## config.mk

```make
export PLATFORM = sky130hd
export DESIGN_NAME = dst_rule_time_adjust
export DESIGN_NICKNAME = d
export VERILOG_FILES = /design/src/drta_pkg.sv /design/src/dst_rule_time_adjust.sv
export SDC_FILE = /design/constraint.sdc
export NUM_CORES = 1
export LEC_CHECK = 0
export CAP_MARGIN = 10
export CORE_UTILIZATION = 55
export DETAILED_ROUTE_END_ITERATION = 8
export DONT_BUFFER_PORTS = 1
export GPL_TIMING_DRIVEN = 0
export PLACE_DENSITY = 0.77
export SETUP_SLACK_MARGIN = 0.15
export SYNTH_ARGS = -nofsm -noshare
export SYNTH_HDL_FRONTEND = slang
export SYNTH_SLANG_ARGS = --single-unit
```

## constraint.sdc

```tcl
create_clock -name clk -period 23.4 [get_ports clk]
set_input_delay 3.51 -clock clk [delete_from_list [all_inputs] [get_ports clk]]
set_output_delay 3.51 -clock clk [all_outputs]
set_load 0.01 [all_outputs]
```

## src/drta_pkg.sv

```systemverilog
// Shared types, register indexes and calendar helpers for the DST rule adjuster.
// Depends on nothing; imported by dst_rule_time_adjust.
package drta_pkg;

	// Configuration register indexes
	localparam logic [2:0] REG_START_MONTH = 3'd0;
	localparam logic [2:0] REG_START_WEEK  = 3'd1;
	localparam logic [2:0] REG_START_WDAY  = 3'd2;
	localparam logic [2:0] REG_START_HOUR  = 3'd3;
	localparam logic [2:0] REG_END_MONTH   = 3'd4;
	localparam logic [2:0] REG_END_WEEK    = 3'd5;
	localparam logic [2:0] REG_END_WDAY    = 3'd6;
	localparam logic [2:0] REG_END_HOUR    = 3'd7;

	localparam int YEAR_W  = 14;
	localparam int MONTH_W = 4;
	localparam int DAY_W   = 5;
	localparam int HOUR_W  = 5;
	localparam int CFG_W   = 5;

	// Reciprocal constants: x / 100 = (x * 5243) >> 19 for x < 43699,
	// x / 7 = (x * 9363) >> 16 for x < 13107.
	localparam logic [13:0] DIV100_MUL = 14'd5243;
	localparam int          DIV100_SH  = 19;
	localparam logic [13:0] DIV7_MUL   = 14'd9363;
	localparam int          DIV7_SH    = 16;

	localparam int MUL_A_W = 15;
	localparam int MUL_B_W = 14;
	localparam int PROD_W  = MUL_A_W + MUL_B_W;

	typedef logic [MUL_A_W-1:0] mul_a_t;
	typedef logic [PROD_W-1:0]  prod_t;

	// Days in month; zero for codes that are no month
	function automatic logic [4:0] month_len(input logic [3:0] m, input logic leap);
		logic [4:0] len;
		case (m)
			4'd1, 4'd3, 4'd5, 4'd7, 4'd8, 4'd10, 4'd12: len = 5'd31;
			4'd4, 4'd6, 4'd9, 4'd11:                     len = 5'd30;
			4'd2:                                        len = leap ? 5'd29 : 5'd28;
			default:                                     len = 5'd0;
		endcase
		return len;
	endfunction

	// Month term of the weekday formula, floor(26 * (mm + 1) / 10)
	function automatic logic [5:0] month_term(input logic [4:0] mm);
		logic [5:0] t;
		case (mm)
			5'd3:    t = 6'd10;
			5'd4:    t = 6'd13;
			5'd5:    t = 6'd15;
			5'd6:    t = 6'd18;
			5'd7:    t = 6'd20;
			5'd8:    t = 6'd23;
			5'd9:    t = 6'd26;
			5'd10:   t = 6'd28;
			5'd11:   t = 6'd31;
			5'd12:   t = 6'd33;
			5'd13:   t = 6'd36;
			5'd14:   t = 6'd39;
			5'd15:   t = 6'd41;
			default: t = 6'd0;
		endcase
		return t;
	endfunction

endpackage

```

## src/dst_rule_time_adjust.sv

```systemverilog
// Daylight saving adjuster: nth-weekday start/end rules, one hour advance with carry.
// Depends on drta_pkg (types, register indexes, month length and weekday tables).
//
// Channel   Dir  Handshake              Content
// s_*       in   s_tvalid / s_tready    standard-time year, month, day, hour
// m_*       out  m_tvalid / m_tready    active flag and adjusted year, month, day, hour
// cfg_*     in   cfg_we (no wait)       start and end rule registers, index 0..7
//
// After its transfer an item passes through the sequencer to the result register: one
// shared 15x14 multiplier does the divisions by 100 and by 7 in ST_MULY, ST_LEAP and
// ST_MUL7, then the rule day advances by a week per cycle (at most four steps).
// s_tready is high only while the sequencer is idle; it is high again while a result
// waits, the next result being held back until the output register is free.
// arst_n clears the sequencer, the output valid and loads the default US rules.
module dst_rule_time_adjust (
	input  logic        clk,
	input  logic        arst_n,
	input  logic        s_tvalid,
	output logic        s_tready,
	input  logic [31:0] s_tdata,   // year_in[13:0], month_in[17:14], day_in[22:18], hour_in[27:23]
	output logic        m_tvalid,
	input  logic        m_tready,
	output logic [31:0] m_tdata,   // dst_active[0], year_out[14:1], month_out[18:15],
	                               // day_out[23:19], hour_out[28:24]
	input  logic        cfg_we,
	input  logic [2:0]  cfg_index,
	input  logic [drta_pkg::CFG_W-1:0] cfg_data
);
	import drta_pkg::*;

	typedef enum logic [2:0] {
		ST_IDLE, ST_MULY, ST_LEAP, ST_SUM, ST_MUL7, ST_MOD, ST_STEP, ST_DECIDE
	} state_t;

	state_t state_q;

	// Rule registers
	logic [3:0] start_month_q, end_month_q;
	logic [2:0] start_week_q, end_week_q, start_wday_q, end_wday_q;
	logic [4:0] start_hour_q, end_hour_q;

	// Captured item
	logic [YEAR_W-1:0]  year_q;
	logic [MONTH_W-1:0] month_q;
	logic [DAY_W-1:0]   day_q;
	logic [HOUR_W-1:0]  hour_q;

	// Selected rule for this item
	logic       need_q;
	logic [3:0] rmonth_q;
	logic [2:0] rsel_q, rwday_q;

	// Sequencer datapath
	prod_t       prod_q;
	logic        leap_q;
	logic [10:0] sum_q;
	logic [4:0]  rday_q;
	logic [2:0]  k_q;

	// Result register
	logic                out_valid_q, act_q;
	logic [YEAR_W-1:0]   yo_q;
	logic [MONTH_W-1:0]  mo_q;
	logic [DAY_W-1:0]    do_q;
	logic [HOUR_W-1:0]   ho_q;

	// Input unpack
	logic [YEAR_W-1:0]  in_year;
	logic [MONTH_W-1:0] in_month;
	logic [DAY_W-1:0]   in_day;
	logic [HOUR_W-1:0]  in_hour;

	assign in_year  = s_tdata[13:0];
	assign in_month = s_tdata[17:14];
	assign in_day   = s_tdata[22:18];
	assign in_hour  = s_tdata[27:23];

	// Rule selection at the transfer: at most one rule date is ever needed
	logic       in_season;
	logic [4:0] in_month_p1;
	logic       sel_eve, sel_start, sel_end;

	assign in_month_p1 = {1'b0, in_month} + 5'd1;
	assign in_season   = (in_month > start_month_q) && (in_month < end_month_q);
	assign sel_eve     = in_season && (in_month_p1 == {1'b0, end_month_q}) && (end_hour_q == '0);
	assign sel_start   = !in_season && (in_month == start_month_q);
	assign sel_end     = !in_season && !sel_start && (in_month == end_month_q);

	// Shared multiplier operands
	mul_a_t      mul_a;
	logic [13:0] mul_b;
	logic [14:0] full_year;
	logic        early_month;

	assign early_month = (rmonth_q < 4'd3);
	assign full_year   = {1'b0, year_q} + 15'd400 - {14'd0, early_month};

	always_comb begin
		mul_a = {1'b0, year_q};
		mul_b = DIV100_MUL;
		case (state_q)
			ST_LEAP: mul_a = full_year;
			ST_MUL7: begin
				mul_a = {4'd0, sum_q};
				mul_b = DIV7_MUL;
			end
			default: ;
		endcase
	end

	// Leap year from year / 100 (first product)
	logic [7:0]  cent;
	logic [14:0] rem100;
	logic        leap_now;

	assign cent     = prod_q[DIV100_SH +: 8];
	assign rem100   = {1'b0, year_q} - 15'(cent * 7'd100);
	assign leap_now = ((year_q[1:0] == 2'd0) && (rem100 != '0))
		|| ((rem100 == '0) && (cent[1:0] == 2'd0));

	// Weekday sum from full_year / 100 (second product)
	logic [14:0] yy_full;
	logic [6:0]  yy;
	logic [4:0]  mm;
	logic [10:0] wsum;

	assign yy_full = full_year - 15'(cent * 7'd100);
	assign yy      = yy_full[6:0];
	assign mm      = early_month ? ({1'b0, rmonth_q} + 5'd12) : {1'b0, rmonth_q};
	assign wsum    = 11'(yy) + 11'(yy[6:2]) + 11'(cent[7:2]) + 11'(cent * 3'd5)
		+ 11'(month_term(mm));

	// Weekday of the first, then offset of the first wanted weekday
	logic [7:0]  q7;
	logic [10:0] w1_full;
	logic [2:0]  w1;
	logic [3:0]  wd_diff, wd_off;

	assign q7      = prod_q[DIV7_SH +: 8];
	assign w1_full = sum_q - 11'(q7 * 3'd7);
	assign w1      = w1_full[2:0];
	assign wd_diff = {1'b0, rwday_q} + 4'd7 - {1'b0, w1};
	assign wd_off  = (wd_diff >= 4'd7) ? (wd_diff - 4'd7) : wd_diff;

	// Week stepping
	logic [4:0] len_rule, len_mon;
	logic [5:0] rday_p7;
	logic       step_done;

	assign len_rule  = month_len(rmonth_q, leap_q);
	assign len_mon   = month_len(month_q, leap_q);
	assign rday_p7   = {1'b0, rday_q} + 6'd7;
	assign step_done = (k_q == rsel_q) || (rday_p7 > {1'b0, len_rule});

	// Decision and carry
	logic       on;
	logic [5:0] day_p1, hour_p1;
	logic [4:0] month_p1;
	logic       out_free;
	logic       load_out;

	assign day_p1   = {1'b0, day_q} + 6'd1;
	assign hour_p1  = {1'b0, hour_q} + 6'd1;
	assign month_p1 = {1'b0, month_q} + 5'd1;
	assign out_free = !out_valid_q || m_tready;
	assign load_out = (state_q == ST_DECIDE) && out_free;

	always_comb begin
		on = 1'b0;
		if ((month_q > start_month_q) && (month_q < end_month_q)) begin
			on = 1'b1;
			// midnight end on the first: last hour of the month before is standard time
			if (need_q && (rday_q == 5'd1) && (day_q == len_mon) && (hour_q == 5'd23))
				on = 1'b0;
		end else if (month_q == start_month_q) begin
			on = (day_q > rday_q) || ((day_q == rday_q) && (hour_q >= start_hour_q));
		end else if (month_q == end_month_q) begin
			if (day_q < rday_q)
				on = !((day_p1 == {1'b0, rday_q}) && (end_hour_q == '0) && (hour_q == 5'd23));
			else if (day_q == rday_q)
				on = (hour_p1 < {1'b0, end_hour_q});
		end
	end

	// Adjusted time: advance the hour and carry into day, month and year
	logic [YEAR_W-1:0]  adj_year;
	logic [MONTH_W-1:0] adj_month;
	logic [DAY_W-1:0]   adj_day;
	logic [HOUR_W-1:0]  adj_hour;

	always_comb begin
		adj_year  = year_q;
		adj_month = month_q;
		adj_day   = day_q;
		adj_hour  = hour_q;
		if (on) begin
			if (hour_q == 5'd23) begin
				adj_hour = '0;
				adj_day  = day_p1[4:0];
				if ((len_mon != '0) && (day_p1 > {1'b0, len_mon})) begin
					adj_day = 5'd1;
					if (month_q == 4'd12) begin
						adj_month = 4'd1;
						adj_year  = year_q + 14'd1;
					end else begin
						adj_month = month_p1[3:0];
					end
				end
			end else begin
				adj_hour = hour_p1[4:0];
			end
		end
	end

	always_ff @(posedge clk or negedge arst_n) begin
		if (!arst_n) begin
			state_q       <= ST_IDLE;
			out_valid_q   <= 1'b0;
			start_month_q <= 4'd3;
			start_week_q  <= 3'd2;
			start_wday_q  <= 3'd0;
			start_hour_q  <= 5'd2;
			end_month_q   <= 4'd11;
			end_week_q    <= 3'd1;
			end_wday_q    <= 3'd0;
			end_hour_q    <= 5'd2;
		end else begin
			if (cfg_we) begin
				unique case (cfg_index)
					REG_START_MONTH: start_month_q <= cfg_data[3:0];
					REG_START_WEEK:  start_week_q  <= cfg_data[2:0];
					REG_START_WDAY:  start_wday_q  <= cfg_data[2:0];
					REG_START_HOUR:  start_hour_q  <= cfg_data;
					REG_END_MONTH:   end_month_q   <= cfg_data[3:0];
					REG_END_WEEK:    end_week_q    <= cfg_data[2:0];
					REG_END_WDAY:    end_wday_q    <= cfg_data[2:0];
					REG_END_HOUR:    end_hour_q    <= cfg_data;
					default: ;
				endcase
			end

			if (m_tready && !load_out)
				out_valid_q <= 1'b0;

			unique case (state_q)
				ST_IDLE: begin
					if (s_tvalid) begin
						year_q  <= in_year;
						month_q <= in_month;
						day_q   <= in_day;
						hour_q  <= in_hour;
						need_q  <= sel_eve || sel_start || sel_end;
						// a weekday code of seven means Sunday
						if (sel_start) begin
							rmonth_q <= start_month_q;
							rsel_q   <= start_week_q;
							rwday_q  <= (start_wday_q == 3'd7) ? 3'd0 : start_wday_q;
						end else begin
							rmonth_q <= end_month_q;
							rsel_q   <= end_week_q;
							rwday_q  <= (end_wday_q == 3'd7) ? 3'd0 : end_wday_q;
						end
						state_q <= ST_MULY;
					end
				end
				ST_MULY: begin
					prod_q  <= prod_t'(mul_a * mul_b);
					state_q <= ST_LEAP;
				end
				ST_LEAP: begin
					leap_q  <= leap_now;
					prod_q  <= prod_t'(mul_a * mul_b);
					state_q <= need_q ? ST_SUM : ST_DECIDE;
				end
				ST_SUM: begin
					sum_q   <= wsum;
					state_q <= ST_MUL7;
				end
				ST_MUL7: begin
					prod_q  <= prod_t'(mul_a * mul_b);
					state_q <= ST_MOD;
				end
				ST_MOD: begin
					rday_q  <= 5'd1 + {1'b0, wd_off};
					k_q     <= 3'd1;
					state_q <= ST_STEP;
				end
				ST_STEP: begin
					// advance a week until the wanted occurrence or the last in the month
					if (step_done) begin
						state_q <= ST_DECIDE;
					end else begin
						rday_q <= rday_p7[4:0];
						k_q    <= k_q + 3'd1;
						if (k_q == 3'd4)
							state_q <= ST_DECIDE;
					end
				end
				ST_DECIDE: begin
					if (out_free) begin
						out_valid_q <= 1'b1;
						act_q       <= on;
						yo_q        <= adj_year;
						mo_q        <= adj_month;
						do_q        <= adj_day;
						ho_q        <= adj_hour;
						state_q     <= ST_IDLE;
					end
				end
				default: state_q <= ST_IDLE;
			endcase
		end
	end

	assign s_tready = (state_q == ST_IDLE);
	assign m_tvalid = out_valid_q;
	assign m_tdata  = {3'd0, ho_q, do_q, mo_q, yo_q, act_q};

	// A transfer starts the sequencer, so the next cycle takes no item
	a_busy_after_transfer: assert property (@(posedge clk) disable iff (!arst_n)
		(s_tvalid && s_tready) |=> !s_tready)
		else $error("input taken twice in a row");

	// Week counter stays within the four possible steps
	a_step_range: assert property (@(posedge clk) disable iff (!arst_n)
		(state_q == ST_STEP) |-> (k_q >= 3'd1 && k_q <= 3'd4))
		else $error("week step counter out of range");

	// A found rule day lies within a month
	a_rule_day: assert property (@(posedge clk) disable iff (!arst_n)
		(state_q == ST_DECIDE && need_q) |-> (rday_q >= 5'd1 && rday_q <= 5'd31))
		else $error("rule day out of range");

	// Leaving the decide step always presents a result
	a_result_shown: assert property (@(posedge clk) disable iff (!arst_n)
		(state_q == ST_DECIDE && out_free) |=> m_tvalid)
		else $error("result lost at decide");

endmodule
```

==> run summary, run 1 <==
The run finished, with violations left. The checks that failed: design-rule violations. From left edge to right edge, the die measures 166.2 µm. The area growth from synthesis to layout was 7.311%; the via total after detailed routing was 10.67k. Cell type with the largest total area after synthesis: sky130_fd_sc_hd__ha_1. The worst pin sits at a relative slew slack of 13.12%. The tree is rooted in a sky130_fd_sc_hd__clkbuf_16. The async set-or-reset flop fraction in the synthesized netlist was 25.56%. In this design, the stage delay of the slowest critical-path cell is 1.02 ns. The run gives 0 as the post-CTS repair timing setup buffer count. By area the synthesized netlist is led by sky130_fd_sc_hd__ha_1 24%, sky130_fd_sc_hd__edfxtp_1 20%, sky130_fd_sc_hd__fa_1 13%. Setup total negative slack on the finished layout was measured at 0 ns. Clock latency on the worst-skew pair, taken at its later pin, is 0.44 ns.

The number of antenna violations at the first check in global routing is 2. The worst setup path is captured at a flip-flop. The first global-routing pass estimated 53.70 mm of wire. Row generation in the floorplan step produced 59 rows. The number of hold buffers added after CTS was 0.

The die covers 27,640 µm². Following the worst setup path forward leads to its endpoint at prod_q[26]. After detailed routing, the number of remaining DRC violations is 5. Cell with the largest stage delay on the worst path: sky130_fd_sc_hd__a222oi_1. The count of final hold-check violations is 0, and the number of buffers added by the clock tree synthesis step is 17.

The initial DRC count was 673; the register bit total from synthesis was 133. The maximum fanout encountered on the critical timing path is 7, and the number of vias per cell is 5.814. In the synthesized netlist the dominant register cell turns out to be sky130_fd_sc_hd__edfxtp_1.

In the post-route analysis, the smallest setup slack over all paths is 13.40 ns. The logs give 10.18 ns for the arrival time of the worst setup path and 10.73k for the via count of the first global-routing pass. Class of the worst hold path: flip-flop to flip-flop. The average instance in the mapped netlist occupies 10.20 µm². The core region is 26,280 µm². After synthesis the cells add up to 14,840 µm². The maximum achievable frequency was 99.96 MHz.

The wire length per cell after detailed routing is 18.09 µm, and the number of input and output port buffers inserted is 0. Among all cell types in the netlist, the one instantiated most often is sky130_fd_sc_hd__ha_1. The tools report the count of final max-slew check failures as 0. Share of the synthesized area in the top cell type: 24.29%.

Max-cap violations in this run came to 0. Counting instances in the post-synthesis netlist gives the leading cell types as 288 x sky130_fd_sc_hd__ha_1, 233 x sky130_fd_sc_hd__inv_1, 100 x sky130_fd_sc_hd__fa_1, 99 x sky130_fd_sc_hd__edfxtp_1, 79 x sky130_fd_sc_hd__nand2_1. The number of cells on the worst reg-to-reg path is 29.

Entering global routing, the biggest net connects 41 pins. The worst setup path category was flip-flop to flip-flop. After legalization and detailed placement, the total HPWL measured 27.32 mm. The tools report the endpoint of the worst-slack reg-to-reg timing path as prod_q[26]. Setup repair after global routing left no endpoint under its margin.

The post-detailed-routing wire length was 33.20 mm; the routability congestion estimate from global placement was 0.9384. The logs give 0.5029 ns for the worst hold slack after final layout and 1,454 for the instance count of the mapped netlist. For this run, the total global-route usage over all layers was measured as 24.78%. The number of clock sinks seen by CTS came out at 133. The critical path launch point is rmonth_q[1]. Setup slack on the worst reg-to-reg path comes out at 13.40 ns.

STA classifies the critical path startpoint as a flip-flop. The boundary pin count is 79. The logs give 13.27 ns for the post-placement worst setup slack and 0.01172 ns for the maximum clock skew at final layout. The number of optimization iterations in the first detailed-route pass came out at 9. The run gives 56.46% as the initial standard-cell utilization of the core.

Setup violations remaining at the end of the flow were counted as 0. The total of warnings raised by yosys is 0. CTS built an H-tree with a depth of 4. The pin slew with the least headroom to its limit is 1.303 ns, and the count of cell types in the netlist is 76.

Number of nets in the finished design: 1,919. Summed over all layers, the global routing overflow is 0. The share of synthesized area occupied by flip-flops and latches was 25.85%; the fraction of the cycle the final worst path needs was 42.75%. Data on the critical path is required at its endpoint by 23.58 ns.

No sink is reached through more buffers than the 2 on the longest clock path. The clock edge transition at the registers on the reported setup and hold paths is 0.06 ns, and the die outline height is 166.2 µm. The remaining antenna violation count is 0. TritonCTS built the clock tree. Of the cells placed in the final design, the portion with a size suffix greater than 1 is 6.738%. The run gives 0 as the number of cells upsized or downsized after cts. Origin of the critical flop-to-flop path: rmonth_q[1].

Yosys mapped a number of flops with a built-in enable equal to 99. The worst path needs 10.00 ns of the cycle, external delays included.
-- registers in the layout (all words and copies together), names as in the netlist, 4 cells and up --
name           cells
rday_q             5
yo_q              14
month_q            4
end_hour_q         5
rmonth_q           4
end_month_q        4
do_q               5
day_q              5
ho_q               5
mo_q               4
sum_q             11
start_month_q      4
year_q            14
hour_q             5
prod_q            11
start_hour_q       5
-- through the flow --
| step | area [µm²] | std cells | utilization [%] |
|---|---|---|---|
| floorplan | 14870 | 1463 | - |
| global placement | 15290 | 1798 | 58.18 |
| detailed placement | 15330 | 1800 | 58.32 |
| CTS | 15890 | 1832 | 60.45 |
| global route | 15920 | 1835 | 60.58 |
| finish | 15920 | 1835 | 60.58 |
-- layout make-up --
class,instances,area [µm²]
inverter,233,874.6
antenna,1,2.502
tap,335,419.2
clock buffer,20,489.2
clock inverter,12,71.32
multi-input combinational,1060,10010
buffer,37,162.7
fill,2110,10360
timing repair buffer,4,60.06
sequential,133,3835
-- worst min-delay path by stage --
stage | depth (start not counted) | slack (ns) | from | to
after floorplan | 1 | 0.48 | end_week_q[1] | end_week_q[1]
after global placement | 1 | 0.49 | start_hour_q[3] | start_hour_q[3]
after detailed placement | 1 | 0.50 | start_hour_q[3] | start_hour_q[3]
after CTS | 1 | 0.51 | start_hour_q[3] | start_hour_q[3]
after global routing | 1 | 0.52 | end_week_q[2] | end_week_q[2]
final | 1 | 0.50 | start_hour_q[3] | start_hour_q[3]
-- logic make-up (layout without fill, tap and decap cells) --
kind of cell,count (synthesis),count (layout),share of synthesized area (%)
fa+ha+maj,388,388,37.78
simple gates,298,298,10.54
buf+inv,270,306,6.991
compound gates,228,228,10.15
flops,133,133,25.85
xor+xnor,93,93,5.490
mux,42,42,3.146
other cells,2,12,0.05062
-- cell usage in the layout (no fill, tap or decap), drive strengths merged, types with 6 or more instances in the layout --
| master | count |
|---|---|
| nand4 | 11 |
| o21ai | 55 |
| clkinv | 8 |
| fa | 100 |
| nor2b | 20 |
| nand4b | 7 |
| a21o | 19 |
| o22ai | 9 |
| buf | 12 |
| and2 | 8 |
| nor4 | 12 |
| xor2 | 27 |
| a22o | 6 |
| and3 | 9 |
| dfstp | 9 |
| nor3 | 22 |
| mux2i | 11 |
| xnor2 | 66 |
| mux2 | 31 |
| nand2 | 79 |
| edfxtp | 99 |
| nor2 | 59 |
| ha | 288 |
| or2 | 6 |
| o21a | 15 |
| clkbuf | 49 |
| inv | 237 |
| conb | 11 |
| o21bai | 9 |
| nand3 | 24 |
| nand2b | 16 |
| dfrtp | 25 |
| a21oi | 53 |
-- critical path, delay by kind of cell (launching register included) --
family | cells | cell delay (ns)
adder cells (fa/ha/maj) | 10 | 3.99
AND/OR/NAND/NOR | 1 | 0.20
AO/OA/AOI/OAI | 13 | 4.58
flip-flops | 1 | 0.45
buffers and inverters | 4 | 0.42
XOR/XNOR | 1 | 0.12
-- layer usage --
layer / part of all wire [%] / wire length (µm) / GRT usage (%) / vias up
met5: 0.039 / 13 / 0 / -
li1: - / - / - / 5097
met3: 6.4 / 2115 / 3.956 / 60
met1: 45 / 14920 / 33.67 / 5191
met4: 2.2 / 724 / 8.857 / 2
met2: 46 / 15420 / 40.16 / 318
Power of run 1 is left out: the tool's default activity adds up to more than one toggle a clock period on the data nets, which glitch-free logic cannot reach.
==> inputs of run 2 (changes only) <==
--- a/config.mk
+++ b/config.mk
@@ -5,6 +5,7 @@
 export SDC_FILE = /design/constraint.sdc
 export NUM_CORES = 1
 export LEC_CHECK = 0
+export ABC_AREA = 1
 export CAP_MARGIN = 10
 export CORE_UTILIZATION = 55
 export DETAILED_ROUTE_END_ITERATION = 8
==> constraint.sdc (replaced) <==
create_clock -name clk -period 9.8 [get_ports clk]
set_input_delay 1.47 -clock clk [delete_from_list [all_inputs] [get_ports clk]]
set_output_delay 1.47 -clock clk [all_outputs]
set_load 0.01 [all_outputs]
==> run 2 against run 1 <==
  * The flow now finishes without violations
  * Hold slack lost 0.014 ns
  * Maximum frequency increased by 24%
  * Register-to-register slack got worse by 12 ns
  * Sequential share of layout area fell by 2.5 points
  * Core utilization is 0.62 points lower
  * Sequential cell count did not move
  * Wire length increased by 19%
  * Count of clock-buffer cells in the layout grew 1
  * Cell count up 38%
  * Via count up 30%
  * Setup slack got worse by 12 ns
==> run summary, run 2 <==
The worst hold path begins at start_month_q[2]. In this run, post-CTS repair resized a total of 0 instances. The number of optimization iterations in the first detailed-route pass was 5.

The reg2reg setup slack was 1.76 ns; the fraction of final layout cells sized beyond drive strength 1 was 4.722%. At the pin with the least slew margin, the transition time is 1.020 ns. The synthesized netlist devotes 33.76% of its cell area to adder and majority cells. The tools report the via count of the first global-routing pass as 14.00k.

The biggest area contributor in the post-synthesis netlist is sky130_fd_sc_hd__ha_1. Once the clock tree was built, the setup fixing pass inserted 0 buffers. The synthesized design contains 99 enable-type register cells. The number of buffers added by the clock tree synthesis step was 17; the register bit total from synthesis was 133. The via total after detailed routing was 13.86k. For this configuration, the core starts out at a cell density of 56.02%. At the worst endpoint, the required time is 10.00 ns. Of all flip-flops after synthesis, the portion carrying an async set or reset was 25.56%.

The logs give 0 for the number of setup violations in the final report and 0 for the number of antenna violations at the first check in global routing. Of the available clock period, the critical path in the final layout requires 82.01%. The count of filler cells inserted in the layout came out at 2,617.

In this design, the stage delay of the slowest critical-path cell is 0.56 ns. The logs give 0 for the count of final max-slew check failures and 0.4890 ns for the worst hold slack after final layout. The instance count after placement with tap cells included is 2,497, and the worst-skew pair later-pin latency is 0.44 ns.

For the count of final hold-check violations, the log shows 0. For this run, design rule violations remaining after detail routing come to 0. 79 I/O pins were placed. The share of synthesized area occupied by flip-flops and latches is 23.10%. Leaving out fill and tap cells, the most frequent cell in the layout is sky130_fd_sc_hd__nand2_1. By area, the combinational part of the netlist is dominated by adder cells.

In this run the deepest clock path goes through 2 buffers. Initial DRC count: 1,080. Summed over all nets, the half-perimeter wirelength after detailed placement is 32.63 mm. Among all flip-flop cells after synthesis, the most frequent one is sky130_fd_sc_hd__edfxtp_1. Synthesis handed over a netlist of 2,092 instances. The area fraction in compound gates after synthesis came out at 9.307%. The die is 175.7 µm tall. The global route total overflow is 0, and the number of vias per cell is 5.482.

By instance count, the cell type seen most on the critical path is sky130_fd_sc_hd__inv_1. The synthesized design devotes to its leading area cell type 21.70% of total area. The detail route stage leaves a number of antenna-violating nets equal to 0. The count of cell types in the netlist is 52.

For the final database, setup skew stands at 0.01229 ns. Area fraction in and, or, nand and nor cells after synthesis: 20.33%. The core box area was 29,640 µm²; the path depth of the worst reg2reg path was 42. Clock tree synthesis selected as its root buffer the cell sky130_fd_sc_hd__clkbuf_16. The portion of netlist area occupied by mux cells was 0.4823%; the worst hold path stage count was 2.

The largest registers in the layout are year_q x14, yo_q x14. The worst register-to-register path begins at rmonth_q[2]. Cells fill 59.97% of the core in the end. Row generation in the floorplan step produced 63 rows. The flow ran to the end, and the final reports show no timing, DRC or antenna violations.

After the flow finishes, the layout carries non-filler instances totaling 2,529. Entering global routing, the biggest net connects 37 pins. The first global-routing pass estimated 66.89 mm of wire.

The area growth from synthesis to layout came out at 7.046%. The clock period could shrink to 8.037 ns. Among cell families on the critical path, the largest total delay comes from adder cells.

The worst register-to-register path ends at prod_q[26]. The worst hold path terminates at start_month_q[2]. At the worst endpoint, the arrival time is 8.23 ns.

By count the netlist is led by 510 x sky130_fd_sc_hd__nand2_1, 363 x sky130_fd_sc_hd__inv_1, 288 x sky130_fd_sc_hd__ha_1, 125 x sky130_fd_sc_hd__nor2_1, 125 x sky130_fd_sc_hd__o21ai_0. The net count of the finished layout is 2,559. Counting both buffers and inverters, the worst setup path holds a total of 12. Setup repair after global routing left no endpoint under its margin. The worst pin sits at a relative slew slack of 31.47%.

The number of antenna repair diodes came out at 0. The H-tree depth reported by CTS was 4. The fraction of synthesized cell area in xor and xnor cells was 3.218%.

Across every metal layer, demand over resource in global routing totals 27.11%. The clock edge transition at the registers on the reported setup and hold paths was 0.06 ns. During synthesis, Yosys emitted a total of 0 warnings. The floorplan die area was 30,890 µm². The maximum achievable frequency was 124.4 MHz.

Along the worst path, the maximum fanout reaches 5. Input and output buffers added on the ports amount to 0. The setup TNS after final layout was 0 ns; the post-synthesis average cell area was 7.937 µm². The width of the chip works out to 175.7 µm.

The worst setup path is launched from a flip-flop. TritonCTS built the clock tree. The synthesized netlist occupies a cell area of 16,600 µm². The most used standard cell by instance count after synthesis is sky130_fd_sc_hd__nand2_1. The class of the worst hold path was flip-flop to flip-flop. The hold buffer count at cts is 0. Max-cap violations in this run came to 0. Worst setup path category: flip-flop to flip-flop. In the layout the commonest cells are 510 x sky130_fd_sc_hd__nand2_1, 363 x sky130_fd_sc_hd__inv_1, 288 x sky130_fd_sc_hd__ha_1. For this design, the sink count on the clock tree is 133. The type of element capturing the critical path was a flip-flop. Dividing the detail-routed wire length by the instance count gives 15.62 µm.

After synthesis, the cell types taking the most area are sky130_fd_sc_hd__ha_1 22%, sky130_fd_sc_hd__edfxtp_1 18%, sky130_fd_sc_hd__fa_1 12%. The slowest stage of the critical path belongs to the cell sky130_fd_sc_hd__fa_1. The tools report the post-detailed-routing wire length as 39.50 mm.

The tools report the routability congestion estimate from global placement as 0.9553.
run 2: cell count changes in the layout (fill, tap and decap cells not counted), moves of 16 or more:
cell / previous run / this run
sky130_fd_sc_hd__nand2b_1: 16 / 0
sky130_fd_sc_hd__o21ai_0: 49 / 125
sky130_fd_sc_hd__xor2_1: 27 / 43
sky130_fd_sc_hd__inv_1: 233 / 363
sky130_fd_sc_hd__a21oi_1: 53 / 76
sky130_fd_sc_hd__mux2_2: 29 / 0
sky130_fd_sc_hd__xnor2_1: 66 / 18
sky130_fd_sc_hd__nor2_1: 55 / 125
sky130_fd_sc_hd__nand2_1: 79 / 510
sky130_fd_sc_hd__nor2b_1: 20 / 0
sky130_fd_sc_hd__nand3_1: 24 / 102
run 2: cell families (layout without fill, tap and decap cells):
logic type,after synthesis,after routing
AO/OA/AOI/OAI,274,274
XOR/XNOR,61,61
AND/OR/NAND/NOR,810,810
buffers and inverters,416,454
flip-flops,133,133
multiplexers,8,8
other,2,11
adder cells (fa/ha/maj),388,388
run 2: cell type report:
| cell class | instances | area [µm²] | share of cell area [%] |
|---|---|---|---|
| multi-input cells | 1552 | 11190 | 62.97 |
| flip-flops and latches | 133 | 3835 | 21.58 |
| inverters | 369 | 1385 | 7.793 |
| well taps | 390 | 488.0 | 2.746 |
| clock buffers | 21 | 483.0 | 2.717 |
| plain buffers | 47 | 235.2 | 1.323 |
| clock inverters | 11 | 90.09 | 0.5069 |
| repair buffers | 6 | 65.06 | 0.3661 |
run 2: worst register-to-register path, delay by kind of cell, from the launching register on:
| kind | cells | cell delay (ns) |
|---|---|---|
| AND/OR/NAND/NOR | 14 | 1.34 |
| adder cells (fa/ha/maj) | 11 | 4.05 |
| buffers and inverters | 12 | 1.09 |
| flip-flops | 1 | 0.44 |
| AO/OA/AOI/OAI | 5 | 0.87 |
run 2: metal layers:
layer | routed length (µm) | GRT usage [%] | part of all wire [%] | up-vias
met2 | 18990 | 46.31 | 48 | 483
met5 | 0 | 0 | 0 | -
met1 | 17060 | 34.43 | 43 | 6439
li1 | - | - | - | 6850
met4 | 1200 | 10.29 | 3.0 | 0
met3 | 2243 | 4.156 | 5.7 | 92
run 2: stage by stage:
stage	setup WS (ns)	cell area [µm²]
2_1_floorplan	2.777	16640
3_3_place_gp	1.851	17130
3_5_place_dp	1.841	17200
4_1_cts	1.805	17770
5_1_grt	1.166	17770
6_report	1.763	17770
run 2: worst max path at each step:
stage | startpoint | end | slack, ns | cells past startpoint
floorplan | rmonth_q[2] | prod_q[26] | 2.78 | 41
global placement | rmonth_q[2] | prod_q[26] | 1.85 | 41
detailed placement | rmonth_q[3] | prod_q[26] | 1.84 | 42
CTS | rmonth_q[3] | prod_q[26] | 1.81 | 42
global route | rmonth_q[3] | prod_q[26] | 1.17 | 42
finish | rmonth_q[2] | prod_q[26] | 1.76 | 42
Power of run 2 is left out for the same reason.
